### src/rtl/core/fsh_pkg.sv
// Shared constants, types and the fold helper for the Fletcher-32 string hash.
`default_nettype none

package fsh_pkg;

  localparam int unsigned SUM_W = 32;
  localparam int unsigned CNT_W = 9;

  localparam logic [SUM_W-1:0] SUM_INIT    = 32'h0000_ffff;
  localparam logic [7:0]       PAD_BYTE    = 8'h25;
  localparam logic [CNT_W-1:0] BLOCK_WORDS = 9'd360;

  typedef logic [SUM_W-1:0] sum_t;
  typedef logic [CNT_W-1:0] cnt_t;

  // Sums handed from the accumulator to the finishing stage at message end.
  typedef struct packed {
    sum_t first_sum;
    sum_t second_sum;
    logic block_open;
  } fin_req_t;

  // Adds the high half of a sum into its low half.
  function automatic sum_t fold16(input sum_t s);
    logic [16:0] r;
    r = {1'b0, s[15:0]} + {1'b0, s[31:16]};
    return {15'b0, r};
  endfunction

endpackage

`default_nettype wire

### src/rtl/core/fletcher32_string_hash_unit.sv
// Fletcher-32 hash of a byte string: top level joining accumulator and finishing stage.
// Throughput: one byte per cycle, including back-to-back messages, while the finishing stage
// takes each last byte. After the last byte is accepted, the hash passes the accumulator step
// into the finishing register, then the final folds into the output register; a hash held by
// the receiver stalls the next last byte until a stage frees.
// Reset (synchronous, active high) empties all stages and restores both sums to 0xffff.
`default_nettype none

module fletcher32_string_hash_unit (
  input  wire logic        clk,
  input  wire logic        rst,
  input  wire logic        item_valid,
  output logic             item_ready,
  input  wire logic [7:0]  data_byte,
  input  wire logic        byte_present,
  input  wire logic        last_byte,
  output logic             hash_valid,
  input  wire logic        hash_ready,
  output logic [31:0]      hash_value
);

  logic              fin_valid;
  logic              fin_ready;
  fsh_pkg::fin_req_t fin_req;

  fsh_accum u_accum (
    .clk          (clk),
    .rst          (rst),
    .item_valid   (item_valid),
    .item_ready   (item_ready),
    .data_byte    (data_byte),
    .byte_present (byte_present),
    .last_byte    (last_byte),
    .fin_valid    (fin_valid),
    .fin_ready    (fin_ready),
    .fin_req      (fin_req)
  );

  fsh_finish u_finish (
    .clk        (clk),
    .rst        (rst),
    .fin_valid  (fin_valid),
    .fin_ready  (fin_ready),
    .fin_req    (fin_req),
    .hash_valid (hash_valid),
    .hash_ready (hash_ready),
    .hash_value (hash_value)
  );

endmodule

`default_nettype wire

### src/rtl/core/fsh_accum.sv
// Input register, byte pairing and running Fletcher sums with block folding.
`default_nettype none

module fsh_accum (
  input  wire logic             clk,
  input  wire logic             rst,
  input  wire logic             item_valid,
  output logic                  item_ready,
  input  wire logic [7:0]       data_byte,
  input  wire logic             byte_present,
  input  wire logic             last_byte,
  output logic                  fin_valid,
  input  wire logic             fin_ready,
  output fsh_pkg::fin_req_t     fin_req
);

  logic             in_full;
  logic [7:0]       in_byte;
  logic             in_present;
  logic             in_last;

  logic [7:0]       low_half_byte;
  logic             half_pending;
  fsh_pkg::sum_t    first_sum;
  fsh_pkg::sum_t    second_sum;
  fsh_pkg::cnt_t    words_in_block;

  logic             proc;
  logic             add_pair;
  logic             add_pad;
  logic [15:0]      word;
  fsh_pkg::sum_t    s1_add;
  fsh_pkg::sum_t    s2_add;
  fsh_pkg::cnt_t    cnt_inc;
  fsh_pkg::sum_t    first_sum_next;
  fsh_pkg::sum_t    second_sum_next;
  fsh_pkg::cnt_t    words_in_block_next;

  // A last item needs the finishing stage free; other items never stall.
  assign proc       = in_full && (!in_last || fin_ready);
  assign item_ready = !in_full || proc;
  assign fin_valid  = in_full && in_last;

  always_comb begin
    add_pair = in_present && half_pending;
    // A message of odd length ends with its lone byte padded in the high half.
    add_pad  = in_last && (in_present != half_pending);
    word     = {(add_pair ? in_byte : fsh_pkg::PAD_BYTE),
                (half_pending ? low_half_byte : in_byte)};
    s1_add   = first_sum + {16'b0, word};
    s2_add   = second_sum + s1_add;
    cnt_inc  = words_in_block + 9'd1;

    first_sum_next      = first_sum;
    second_sum_next     = second_sum;
    words_in_block_next = words_in_block;
    if (add_pair || add_pad) begin
      if (cnt_inc >= fsh_pkg::BLOCK_WORDS) begin
        first_sum_next      = fsh_pkg::fold16(s1_add);
        second_sum_next     = fsh_pkg::fold16(s2_add);
        words_in_block_next = '0;
      end else begin
        first_sum_next      = s1_add;
        second_sum_next     = s2_add;
        words_in_block_next = cnt_inc;
      end
    end

    fin_req.first_sum  = first_sum_next;
    fin_req.second_sum = second_sum_next;
    fin_req.block_open = (words_in_block_next != '0);
  end

  always_ff @(posedge clk) begin
    if (rst) begin
      in_full <= 1'b0;
    end else if (item_ready) begin
      in_full <= item_valid;
    end
    if (item_ready && item_valid) begin
      in_byte    <= data_byte;
      in_present <= byte_present;
      in_last    <= last_byte;
    end
  end

  always_ff @(posedge clk) begin
    if (rst) begin
      low_half_byte  <= '0;
      half_pending   <= 1'b0;
      first_sum      <= fsh_pkg::SUM_INIT;
      second_sum     <= fsh_pkg::SUM_INIT;
      words_in_block <= '0;
    end else if (proc) begin
      if (in_last) begin
        low_half_byte  <= '0;
        half_pending   <= 1'b0;
        first_sum      <= fsh_pkg::SUM_INIT;
        second_sum     <= fsh_pkg::SUM_INIT;
        words_in_block <= '0;
      end else begin
        if (in_present) begin
          half_pending <= !half_pending;
          if (!half_pending) begin
            low_half_byte <= in_byte;
          end
        end
        first_sum      <= first_sum_next;
        second_sum     <= second_sum_next;
        words_in_block <= words_in_block_next;
      end
    end
  end

endmodule

`default_nettype wire

### src/rtl/core/fsh_finish.sv
// Final folds of both sums and the registered hash output.
`default_nettype none

module fsh_finish (
  input  wire logic             clk,
  input  wire logic             rst,
  input  wire logic             fin_valid,
  output logic                  fin_ready,
  input  wire fsh_pkg::fin_req_t fin_req,
  output logic                  hash_valid,
  input  wire logic             hash_ready,
  output logic [31:0]           hash_value
);

  logic              req_full;
  fsh_pkg::fin_req_t req;
  logic              req_move;
  logic              out_load;
  fsh_pkg::sum_t     s1_a;
  fsh_pkg::sum_t     s2_a;
  fsh_pkg::sum_t     s1_b;
  fsh_pkg::sum_t     s2_b;
  logic [31:0]       hash_next;

  assign out_load  = !hash_valid || hash_ready;
  assign req_move  = req_full && out_load;
  assign fin_ready = !req_full || req_move;

  always_comb begin
    // An unfinished block is folded first; one more fold always follows.
    s1_a = req.block_open ? fsh_pkg::fold16(req.first_sum)  : req.first_sum;
    s2_a = req.block_open ? fsh_pkg::fold16(req.second_sum) : req.second_sum;
    s1_b = fsh_pkg::fold16(s1_a);
    s2_b = fsh_pkg::fold16(s2_a);
    hash_next = {s2_b[15:0], 16'b0} | s1_b;
  end

  always_ff @(posedge clk) begin
    if (rst) begin
      req_full   <= 1'b0;
      hash_valid <= 1'b0;
    end else begin
      if (fin_ready) begin
        req_full <= fin_valid;
      end
      if (out_load) begin
        hash_valid <= req_full;
      end
    end
    if (fin_ready && fin_valid) begin
      req <= fin_req;
    end
    if (req_move) begin
      hash_value <= hash_next;
    end
  end

endmodule

`default_nettype wire
### config.mk
export PLATFORM = sky130hd
export DESIGN_NAME = fletcher32_string_hash_unit
export DESIGN_NICKNAME = d
export VERILOG_FILES = /design/src/rtl/core/fsh_pkg.sv /design/src/rtl/core/fletcher32_string_hash_unit.sv /design/src/rtl/core/fsh_accum.sv /design/src/rtl/core/fsh_finish.sv
export SDC_FILE = /design/constraint.sdc
export NUM_CORES = 1
export LEC_CHECK = 0
export BUFFER_PORTS_ARGS = -buffer_cell sky130_fd_sc_hd__buf_2
export CAP_MARGIN = 20
export CORE_MARGIN = 1
export CORE_UTILIZATION = 31
export CTS_CLUSTER_SIZE = 10
export DETAILED_ROUTE_END_ITERATION = 8
export GPL_TIMING_DRIVEN = 0
export SYNTH_ARGS = -nofsm -noshare
export SYNTH_HDL_FRONTEND = slang
export SYNTH_SLANG_ARGS = --single-unit
### constraint.sdc
create_clock -name clk -period 12.7 [get_ports clk]
set_clock_uncertainty 0.15 [all_clocks]
set_input_delay 0.635 -clock clk [delete_from_list [all_inputs] [get_ports clk]]
set_output_delay 0.635 -clock clk [all_outputs]
set_load 0.02 [all_outputs]
Yosys cells after proc, flatten, opt, wreduce, memory -nomap -nowiden --
Cells that the tools add are included.
Word-level totals: register bits 192, output and inout bits 34, word-level logic and storage cells 64
Operators by class: add/subtract/negate cells 9, order comparisons 1, equal/unequal tests 1, mux-type cells 17, bitwise logic cells 1, reductions and logical operators 20
Operator list (number):
- 2-to-1 mux 32 bit | 8
- adder 16 x 16 -> 17 bit | 5
- adder 32 x 16 -> 32 bit | 1
- adder 32 bit | 1
- 2-to-1 mux 8 bit | 4
- bitwise OR 32 x 17 -> 32 bit | 1
- 2-to-1 mux 9 bit | 3
- adder 16 bit | 1
- adder 9 x 1 -> 9 bit, second input constant | 1
- >= comparator 9 bit, second input constant | 1
- nonzero test 9 bit | 1
- logical AND 1 bit | 7
- zero test 1 bit | 5
- logical OR 1 bit | 5
- 2-to-1 mux 1 bit | 2
- AND reduction 2 bit | 1
- nonzero test 2 bit | 1
- inequality test 1 bit | 1

Depth between registers and ports, before layout --
Gate-level depths: netlist of the first run.
word-level depth 8, mapped depth 32, mapped depth without buffers 30

Cells and area by module --
Synthesis of the first run repeated with hierarchy kept, for this count alone.
Second synthesis, totals: cells, all modules 1682, area total of the unflattened synthesis 14980.6 um2
By module, submodules not included:
- fsh_accum | times used 1, cells an instance 1126, area each 8619.5 um2
- fsh_finish | times used 1, cells an instance 556, area each 6361.1 um2

Least setup slack after synthesis of the first run --
No wires, ideal clock.
kind reg-to-reg, start reg u_accum.half_pending, end reg u_finish.req[13] (netlist bit), data pin, library setup time 0.261 ns, arrival time 6.757 ns, data required time 12.289 ns, path slack 5.533 ns, stages on the path, launching flop included 31, path buffers 1, cell sequence dfxtp_1 -> clkbuf_1 -> mux2_2 -> ha_1 -> fa_1 -> a21oi_1 -> o21ai_1 -> a21oi_2 -> o21bai_2 -> a2111oi_4 -> or2_2 -> xnor2_1 -> ha_1 -> and2_1 -> nand3_1 -> a21oi_1 -> o21a_1 -> o21a_1 -> or3_1 -> and2_1 -> ha_1 -> fa_1 -> a21oi_1 -> o21bai_1 -> a2111oi_0 -> o21ai_0 -> a31o_2 -> a21oi_1 -> xor2_1 -> nor3_1 -> a221o_1
RTL lines:
- start, declared | line fsh_accum.sv:23 | logic half_pending;
- start signal, assigned | line fsh_accum.sv:103 | half_pending <= !half_pending;
- end signal, assigned | line fsh_finish.sv:51 | req <= fin_req;
- end, declared | line fsh_finish.sv:16 | fsh_pkg::fin_req_t req;

==> metrics.txt, run 1 <==
top-level port count=48; Via Count=13.5k; GR Util All Layers=0.194; cts hold-fix bufs=0; pre-CTS WS=4.20 ns; syn avg cell area=about 8.8 um^2; Final Max Tran Viols=0; std cell rows=80; status=completed; Num CTS Buffers=17; Req. time, crit path=12.76 ns; post-synth net total=1894; Cells after Synth=1725; die area=approximately 50000 um^2; Via density=5.55; met3 WL=2.52 mm; CTS max path bufs=2; unrepaired setup endpoints after global routing=false; Hold Crit Class=primary input to flop; Post-synth EDFFs=107; 1st-pass router iterations=5; clock root buffer=clkbuf_16; starting density of the core=0.316; max_slew headroom=0.239; yosys warns=0; max cap viols=0; Cell Area, Synth=15200 um^2; final hold vios=0; most common cell after layout, fill and taps aside=nor2_1; setup bufs post-CTS=0; Startpoint Class=flop; post-synthesis cell type count=a little under 80; Seq cells post-synth=roughly 190; hpwl dp=38.5 mm; clk_lat worst skew=0.48 ns; Die Y=223 um; post_cts resized=0; largest net degree at the start of global routing=36; antenna cells=0; die width=223 um; layout net count=~2.0k; Fill cells=4990; vias in the first global route=13.0k; Overflow after GRT=0; share of post-route cells with drive strength above 1=0.0885; Synth top area share=0.212; static leakage=6.42 nW; remaining antenna violation count=0; initial antenna violation count=2; H-tree lvl count=4; Worst VDD drop=101 uV; initial detailed-routing violation count=between 1k and 1.5k; CP Max Fanout=9; CP Class=flop to flop; fin crit period=around 8.6 ns; CP max-delay cell=a2111oi_0; drc violations=0; Tcrit/Tclk final=0.674; commonest non-fill, non-tap cells in the layout=159 x nor2_1, 147 x ha_1, 146 x a21oi_1, 133 x nand2_1, 110 x o21ai_0; critical path's largest stage delay=just over 0.6 ns; Buffers on Ports=47; WL met2=~22 mm; CP endpoint kind=flop; final wirelength=47.9 mm; Area contributors post-synth=edfxtp_1 21%, ha_1 12%, dfxtp_1 11%; first-pass GRT wire length=73.8 mm; Finished Core Util=0.351; setup ws final=~4.1 ns; sequential fraction of the synthesis area=0.324; core area=48000 um^2; met1 WL=21.6 mm; top cell type by total area after synthesis=edfxtp_1; final setup fails=0; wire per inst=19.8 um; Worst-Margin Slew=between 1 and 1.5 ns; Critical Path AT=8.61 ns; CTS tree=yes; GPL Wtd Cong=0.958; CTS clk-pin slew, worst paths=0.08 ns; fmax=about 0.12 GHz; top_reg_cell synth=edfxtp_1; # clock sinks=192; Pwr Density=~110 nW/um^2; area growth from synthesis to layout=11.0%; total negative slack=0 ns; Max Used Layer=met4; Post-synth ARST share=0
## cell type report
cell class | instances | area, um^2 | share of cell area
Timing Repair Buffer | 50 | 283 | 0.0168
Multi-Input combinational cell | 1412 | 9800 | 0.582
Clock inverter | 15 | 170 | 0.0101
Inverter | 48 | 180 | 0.0107
Buffer | 73 | 298 | 0.0177
Tap cell | 615 | 769 | 0.0457
Sequential cell | 192 | 4910 | 0.292
Clock buffer | 17 | 425 | 0.0253
## power breakdown
part	leakage, nW	switching, mW	internal (mW)
logic	4.51	0.383	0.239
clock network	0.291	0.293	0.265
registers	1.62	0.0132	0.689
## worst max-delay path, delay by kind of cell, from the launching register on
kind	cells	cell delay (ns)
buffers and inverters	2	0.53
AO/OA/AOI/OAI	17	4.53
XOR/XNOR	2	0.62
adder cells (fa/ha/maj)	4	1.40
multiplexers	1	0.45
AND/OR/NAND/NOR	2	0.25
flip-flops	1	0.35
## cell families (layout without fill, tap and decap cells)
group / Yosys count / count (layout) / share of synthesized area
multiplexers: 41 / 41 / 0.0299
flip-flops: 192 / 192 / 0.324
buffers and inverters: 121 / 203 / 0.0315
AO/OA/AOI/OAI: 568 / 568 / 0.246
adder cells (fa/ha/maj): 155 / 155 / 0.132
AND/OR/NAND/NOR: 522 / 522 / 0.164
XOR/XNOR: 126 / 126 / 0.0727
## metrics by stage
stage / instance area [um^2] / power [mW] / hold WS [ns] / std cells
floorplan: 15200 / 1.16 / 0.303 / 1725
global placement: 16200 / 1.32 / 0.319 / 2387
detailed placement: 16200 / 1.33 / 0.329 / 2389
CTS: 16800 / 1.89 / 0.167 / 2421
global route: 16800 / 1.98 / 0.172 / 2422
finish: 16800 / 1.88 / 0.188 / 2422
## path summary, 6_finish.rpt
check	startpoint	end	slack, ns	cells after the start
worst min register to register	u_accum.second_sum[25]$_SDFFE_PP0P_	u_accum.second_sum[25]$_SDFFE_PP0P_	0.34	2
worst max register to register	u_accum.half_pending$_SDFFE_PP0P_	u_finish.req[13]$_DFFE_PP_	4.15	28
worst max-delay path	u_accum.half_pending$_SDFFE_PP0P_	u_finish.req[13]$_DFFE_PP_	4.15	28
worst min-delay path	last_byte	u_accum.in_last$_DFFE_PP_	0.19	1
## cell usage after synthesis, drive strengths merged (5+ instances only)
cell,instances
nor2,161
nand3,42
buf,22
o211ai,16
xor2,42
a31oi,27
o211a,5
dfxtp,85
a22o,24
a211o,6
a21boi,7
a21oi,147
o21ai,122
nor3b,7
a2111oi,7
o22a,13
a21o,42
o21bai,20
clkbuf,51
mux2i,6
a22oi,22
o31ai,20
mux2,35
fa,8
a211oi,16
o22ai,15
xnor2,84
nand4,5
ha,147
o21a,21
or3,14
edfxtp,107
or2,7
nand2,133
and3,16
nor2b,41
and2,15
nand2b,30
nor3,35
inv,48
## routing by layer
| layer | up-vias | GRT usage |
|---|---|---|
| met5 | - | 0 |
| met4 | 0 | 0.0996 |
| met2 | 421 | 0.314 |
| met3 | 99 | 0.0302 |
| met1 | 6382 | 0.251 |
| li1 | 6548 | - |
## registers in the layout (all words and copies together), names as in the netlist, 8 cells and up
signal,flops
u_accum.first_sum,32
u_accum.in_byte,8
u_accum.low_half_byte,8
u_accum.second_sum,32
u_accum.words_in_block,9
u_finish.hash_value,32
u_finish.req,65
Power figures use the tool's default switching activity.
==> run 2, diff against run 1 <==
==> constraint.sdc (replaced) <==
create_clock -name clk -period 8.12 [get_ports clk]
set_clock_uncertainty 0.15 [all_clocks]
set_input_delay 0.406 -clock clk [delete_from_list [all_inputs] [get_ports clk]]
set_output_delay 0.406 -clock clk [all_outputs]
set_load 0.02 [all_outputs]
==> metrics.txt, run 2 (synthesis gave the netlist of run 1 again) <==
met3 WL=2.63 mm (was 2.52 mm); # clock sinks=192 (unchanged); Critical Path Stages=30 (was 28); std cell rows=80 (unchanged); Num CTS Buffers=17 (unchanged); initial antenna violation count=3 (was 2); Reg power frac=0.371 (was 0.373); GR Util All Layers=0.195 (was 0.194); GPL Wtd Cong=0.958 (unchanged); Final Hold Slack=0.0464 ns (was 0.188 ns); CP endpoint kind=flop (unchanged); Hold Path Depth=3 (was 1); Hold Crit Class=primary input to flop (unchanged); setup ws final=0.415 ns (was 4.15 ns); cell family with most CP delay=compound AO/OA/AOI/OAI gates (unchanged); antenna cells=0 (unchanged); clk_lat worst skew=0.48 ns (about the same); Finished Core Util=0.355 (was 0.351); internal power=1.87 mW (was 1.19 mW); Logic pwr share=0.333 (was 0.330); total negative slack=0 ns (unchanged); final hold vios=0 (unchanged); starting density of the core=0.316 (unchanged); CTS clk-pin slew, worst paths=0.08 ns (about the same); Worst VDD drop=157 uV (was 101 uV); remaining antenna violation count=0 (unchanged); CTS tree=yes (unchanged); CTS max path bufs=2 (unchanged); Post-Place Cells=2389 (unchanged); Buffers on Ports=47 (unchanged); largest net degree at the start of global routing=36 (unchanged); share of power burned in the clock network=0.296 (was 0.297); drc violations=0 (unchanged); CP Class=flop to flop (unchanged); Overflow after GRT=0 (unchanged); initial detailed-routing violation count=1165 (was 1147); fmax=0.130 GHz (was 0.117 GHz); wire per inst=19.8 um (about the same); crit path buf inv count=1 (was 2); static leakage=6.55 nW (was 6.42 nW); Via density=5.53 (was 5.55); max cap viols=0 (unchanged); fin crit period=7.70 ns (was 8.55 ns); status=completed (unchanged); vias in the first global route=13.0k (about the same); share of post-route cells with drive strength above 1=0.0977 (was 0.0885); area growth from synthesis to layout=12.5% (was 11.0%); layout net count=1977 (was 1963); Via Count=13.5k (about the same); pre-CTS WS=-0.381 ns (was 4.20 ns); die width=223 um (unchanged); Final Max Tran Viols=0 (unchanged); CP Max Fanout=9 (unchanged); commonest non-fill, non-tap cells in the layout=159 x nor2_1, 147 x ha_1, 143 x a21oi_1, 133 x nand2_1, 108 x o21ai_0 (was 159 x nor2_1, 147 x ha_1, 146 x a21oi_1, 133 x nand2_1, 110 x o21ai_0); Max Used Layer=met5 (was met4); met1 WL=21.5 mm (was 21.6 mm); top-level port count=48 (unchanged); Startpoint Class=flop (unchanged); WL met2=21.8 mm (was 21.6 mm); core area=48000 um^2 (unchanged); H-tree lvl count=4 (unchanged); Sw Pwr=1.09 mW (was 690 uW); Worst-Margin Slew=1.14 ns (was 1.13 ns); clock root buffer=clkbuf_16 (unchanged); 1st-pass router iterations=6 (was 5); critical path's largest stage delay=0.43 ns (was 0.61 ns); most common cell after layout, fill and taps aside=nor2_1 (unchanged); CP max-delay cell=fa_1 (was a2111oi_0); Layout Cells excl Fill=2436 (was 2422); hpwl dp=38.5 mm (unchanged); Die Y=223 um (unchanged); Req. time, crit path=8.18 ns (was 12.76 ns); max_slew headroom=0.237 (was 0.239); final setup fails=0 (unchanged); first-pass GRT wire length=74.0 mm (was 73.8 mm); Pwr Density=173 nW/um^2 (was 112 nW/um^2); Reg2Reg Depth=30 (was 28); max FFs per register=65 (unchanged); Largest Register=u_finish.req (unchanged); Tcrit/Tclk final=0.949 (was 0.674); switching share of total power=0.367 (was 0.366); Fill cells=4966 (was 4990); Critical Path AT=7.76 ns (was 8.61 ns); die area=49900 um^2 (unchanged); final wirelength=48.3 mm (was 47.9 mm)
-- run 2: changes by cell type in the layout (fill, tap and decap cells not counted), moves of 2 or more --
cell and delta:
o21ai_0 -2, xnor2_1 -5, dlygate4sd3_1 +10, a21oi_1 -3
buf_4 +4, clkbuf_1 -2, xnor2_2 +5, a21oi_2 +3
-- run 2: worst paths after layout --
| path | start | to | slack (ns) |
|---|---|---|---|
| max reg2reg | u_accum.half_pending$_SDFFE_PP0P_ | u_finish.req[13]$_DFFE_PP_ | 0.42 |
| max | u_accum.half_pending$_SDFFE_PP0P_ | u_finish.req[13]$_DFFE_PP_ | 0.42 |
| min | item_valid | u_accum.in_full$_SDFFE_PP0N_ | 0.05 |
| min reg2reg | u_accum.second_sum[25]$_SDFFE_PP0P_ | u_accum.second_sum[25]$_SDFFE_PP0P_ | 0.35 |
-- run 2: power by group through the flow --
| stage | Sequential, mW | Clock, mW | Combinational (mW) |
|---|---|---|---|
| 2_1_floorplan | 1.12 | 0 | 0.699 |
| 3_3_place_gp | 1.12 | 0 | 0.944 |
| 5_1_grt | 1.10 | 0.921 | 1.09 |
| 3_5_place_dp | 1.12 | 0 | 0.958 |
| 4_1_cts | 1.10 | 0.898 | 0.972 |
| 6_report | 1.10 | 0.875 | 0.986 |
-- run 2: what timing repair did --
item / CTS / global route
pin swaps: 0 / 5
setup endpoints to repair: 9 / 15
gates resized for setup: 5 / 18
endpoints found under the hold margin: 10 / 0
setup buffers: 0 / 4
cloned: 0 / 0
hold buffers: 10 / 0
-- run 2: per-stage QoR --
stage	power [mW]	area, um^2
4_1_cts	2.97	16900
3_3_place_gp	2.07	16200
6_report	2.96	17100
3_5_place_dp	2.08	16200
5_1_grt	3.11	17100
2_1_floorplan	1.82	15200
-- run 2: worst register-to-register path, delay by kind of cell (launching register included) --
| family | cells | cell delay (ns) |
|---|---|---|
| AOI/OAI and AO/OA | 15 | 3.16 |
| buffers and inverters | 1 | 0.22 |
| and+or+nand+nor | 6 | 1.10 |
| DFF | 1 | 0.35 |
| muxes | 1 | 0.40 |
| xor gates and xnor gates | 2 | 0.39 |
| adders and majority gates | 5 | 1.67 |
-- run 2: final cells by class --
cell class	count	area (um^2)	share of cell area
repair buffers	64	413	0.0242
flip-flops and latches	192	4910	0.288
clock buffers	17	425	0.0249
inverters	48	180	0.0106
plain buffers	73	303	0.0177
well taps	615	769	0.0451
multi-input cells	1412	9900	0.580
clock inverters	15	170	0.00997
-- run 2: layer usage --
metal	GRT usage	up-vias
li1	-	6569
met1	0.251	6377
met2	0.314	427
met3	0.0302	102
met4	0.0996	2
met5	0	-
==> run 3, diff against run 2 <==
--- a/config.mk
+++ b/config.mk
@@ -12,6 +12,7 @@
 export CTS_CLUSTER_SIZE = 10
 export DETAILED_ROUTE_END_ITERATION = 8
 export GPL_TIMING_DRIVEN = 0
+export PLACE_DENSITY = 0.49
 export SYNTH_ARGS = -nofsm -noshare
 export SYNTH_HDL_FRONTEND = slang
 export SYNTH_SLANG_ARGS = --single-unit
==> metrics.txt, run 3 (synthesis gave the netlist of run 1 again) <==
initial antenna violation count=1 (was 3); die area=49900 um^2 (unchanged); internal power=1.89 mW (was 1.87 mW); final setup fails=0 (unchanged); Final Max Tran Viols=0 (unchanged); reg-to-reg slack, setup=0.29 ns (was 0.42 ns); CP endpoint kind=flop (unchanged); HP Start=item_valid (unchanged); remaining antenna violation count=0 (unchanged); H-tree lvl count=4 (unchanged); fin area=17000 um^2 (was 17100 um^2); Buffers on Ports=47 (unchanged); std cell rows=80 (unchanged); Sw Pwr=1.08 mW (was 1.09 mW); Critical Path AT=7.88 ns (was 7.76 ns); largest net degree at the start of global routing=37 (was 36); vias in the first global route=12.6k (was 13.0k); CTS tree=yes (unchanged); Largest Register=u_finish.req (unchanged); CTS max path bufs=2 (unchanged); clock root buffer=clkbuf_16 (unchanged); # clock sinks=192 (unchanged); status=completed (unchanged); share of post-route cells with drive strength above 1=0.0939 (was 0.0977); CP Max Fanout=9 (unchanged); hpwl dp=39.9 mm (was 38.5 mm); Layout Cells excl Fill=2437 (was 2436); Reg2Reg Depth=30 (unchanged); initial detailed-routing violation count=938 (was 1165); GR Util All Layers=0.200 (was 0.195); unrepaired setup endpoints after global routing=false; max FFs per register=65 (unchanged); Num CTS Buffers=17 (unchanged); Via density=5.46 (was 5.53); max_slew headroom=0.186 (was 0.237); switching share of total power=0.363 (was 0.367); Die Y=223 um (unchanged); Worst VDD drop=158 uV (was 157 uV); fin crit period=7.83 ns (was 7.70 ns); starting density of the core=0.316 (unchanged); GPL Wtd Cong=0.911 (was 0.958); top-level port count=48 (unchanged); wire per inst=20.5 um (was 19.8 um); max cap viols=0 (unchanged); CP Class=flop to flop (unchanged); Pwr Density=174 nW/um^2 (was 173 nW/um^2); Fill cells=4893 (was 4966); share of power burned in the clock network=0.295 (was 0.296); Reg power frac=0.370 (was 0.371); first-pass GRT wire length=74.9 mm (was 74.0 mm); die width=223 um (unchanged); clk_lat worst skew=0.47 ns (was 0.48 ns); critical path's largest stage delay=0.43 ns (about the same); layout net count=1977 (unchanged); core area=48000 um^2 (unchanged); drc violations=0 (unchanged); Logic pwr share=0.334 (was 0.333); CP max-delay cell=fa_1 (unchanged); final wirelength=49.9 mm (was 48.3 mm); Post-Place Cells=2390 (was 2389); CTS clk-pin slew, worst paths=0.08 ns (about the same); Startpoint Class=flop (unchanged); Tcrit/Tclk final=0.964 (was 0.949); Hold Crit Class=primary input to flop (unchanged); Hold Path Depth=3 (unchanged); 1st-pass router iterations=6 (unchanged); Crit. Startpoint=u_accum.half_pending$_SDFFE_PP0P_ (unchanged); DP Area=16200 um^2 (about the same); Finished Core Util=0.354 (was 0.355); Via Count=13.3k (was 13.5k); reg2reg start=u_accum.half_pending$_SDFFE_PP0P_ (unchanged); most common cell after layout, fill and taps aside=nor2_1 (unchanged); Overflow after GRT=0 (unchanged); commonest non-fill, non-tap cells in the layout=159 x nor2_1, 147 x ha_1, 143 x a21oi_1, 133 x nand2_1, 108 x o21ai_0 (unchanged); Worst-Margin Slew=1.21 ns (was 1.14 ns); fmax=0.128 GHz (was 0.130 GHz); Req. time, crit path=8.17 ns (was 8.18 ns); final hold vios=0 (unchanged); area growth from synthesis to layout=12.1% (was 12.5%); static leakage=6.52 nW (was 6.55 nW)
run 3: changes by cell type in the layout (fill, tap and decap cells not counted), sizes merged:
cell	previous run	this run
clkbuf	68	70
buf	76	75
diode	0	1
clkinvlp	0	1
clkinv	7	5
run 3: path summary, 6_finish.rpt:
path | end
max | u_finish.req[13]$_DFFE_PP_
max reg2reg | u_finish.req[13]$_DFFE_PP_
min | u_accum.in_full$_SDFFE_PP0N_
min reg2reg | u_accum.second_sum[25]$_SDFFE_PP0P_
run 3: stage by stage:
stage          setup WS [ns]  hold slack (ns)  setup TNS [ns]  power, mW
2_1_floorplan          0.953            0.303               0       1.82
3_3_place_gp          -0.513            0.317           -1.91       2.08
3_5_place_dp          -0.442            0.324           -1.37       2.09
4_1_cts               0.0863           0.0141               0       2.97
5_1_grt              0.00950           0.0495               0       3.13
6_report               0.290           0.0359               0       2.96
run 3: critical path, delay by kind of cell, from the launching register on:
kind | cells | cell delay [ns]
XOR/XNOR | 2 | 0.48
multiplexers | 1 | 0.40
AO/OA/AOI/OAI | 15 | 3.17
flip-flops | 1 | 0.34
adder cells (fa/ha/maj) | 5 | 1.70
buffers and inverters | 1 | 0.21
AND/OR/NAND/NOR | 6 | 1.11
run 3: routing by layer:
layer | GRT usage | share of wire
met5 | 0 | 0
met3 | 0.0279 | 0.046
met4 | 0.0758 | 0.030
met2 | 0.329 | 0.46
met1 | 0.266 | 0.47
run 3: layout make-up:
| cell class | count | area (um^2) | area share |
|---|---|---|---|
| multi-input combinational | 1412 | 9860 | 0.579 |
| sequential | 192 | 4910 | 0.289 |
| tap | 615 | 769 | 0.0452 |
| clock buffer | 18 | 450 | 0.0265 |
| timing repair buffer | 64 | 404 | 0.0237 |
| buffer | 73 | 302 | 0.0177 |
| inverter | 48 | 180 | 0.0106 |
| clock inverter | 14 | 141 | 0.00831 |
| antenna | 1 | 2.50 | 0.000147 |
run 3: power groups by stage:
stage / registers [mW] / clock network (mW) / logic [mW]
after detailed placement: 1.12 / 0 / 0.966
after global routing: 1.10 / 0.931 / 1.09
final: 1.10 / 0.876 / 0.991
after CTS: 1.10 / 0.897 / 0.980
after floorplan: 1.12 / 0 / 0.699
after global placement: 1.12 / 0 / 0.959
run 3: what timing repair did:
action                     4_1_cts  5_1_grt
setup endpoints to repair       10       15
hold endpoints to repair        10        0
hold buffers                    10        0
buffers inserted                 0        3
gates resized for setup          5       11
pin swaps                        0        5
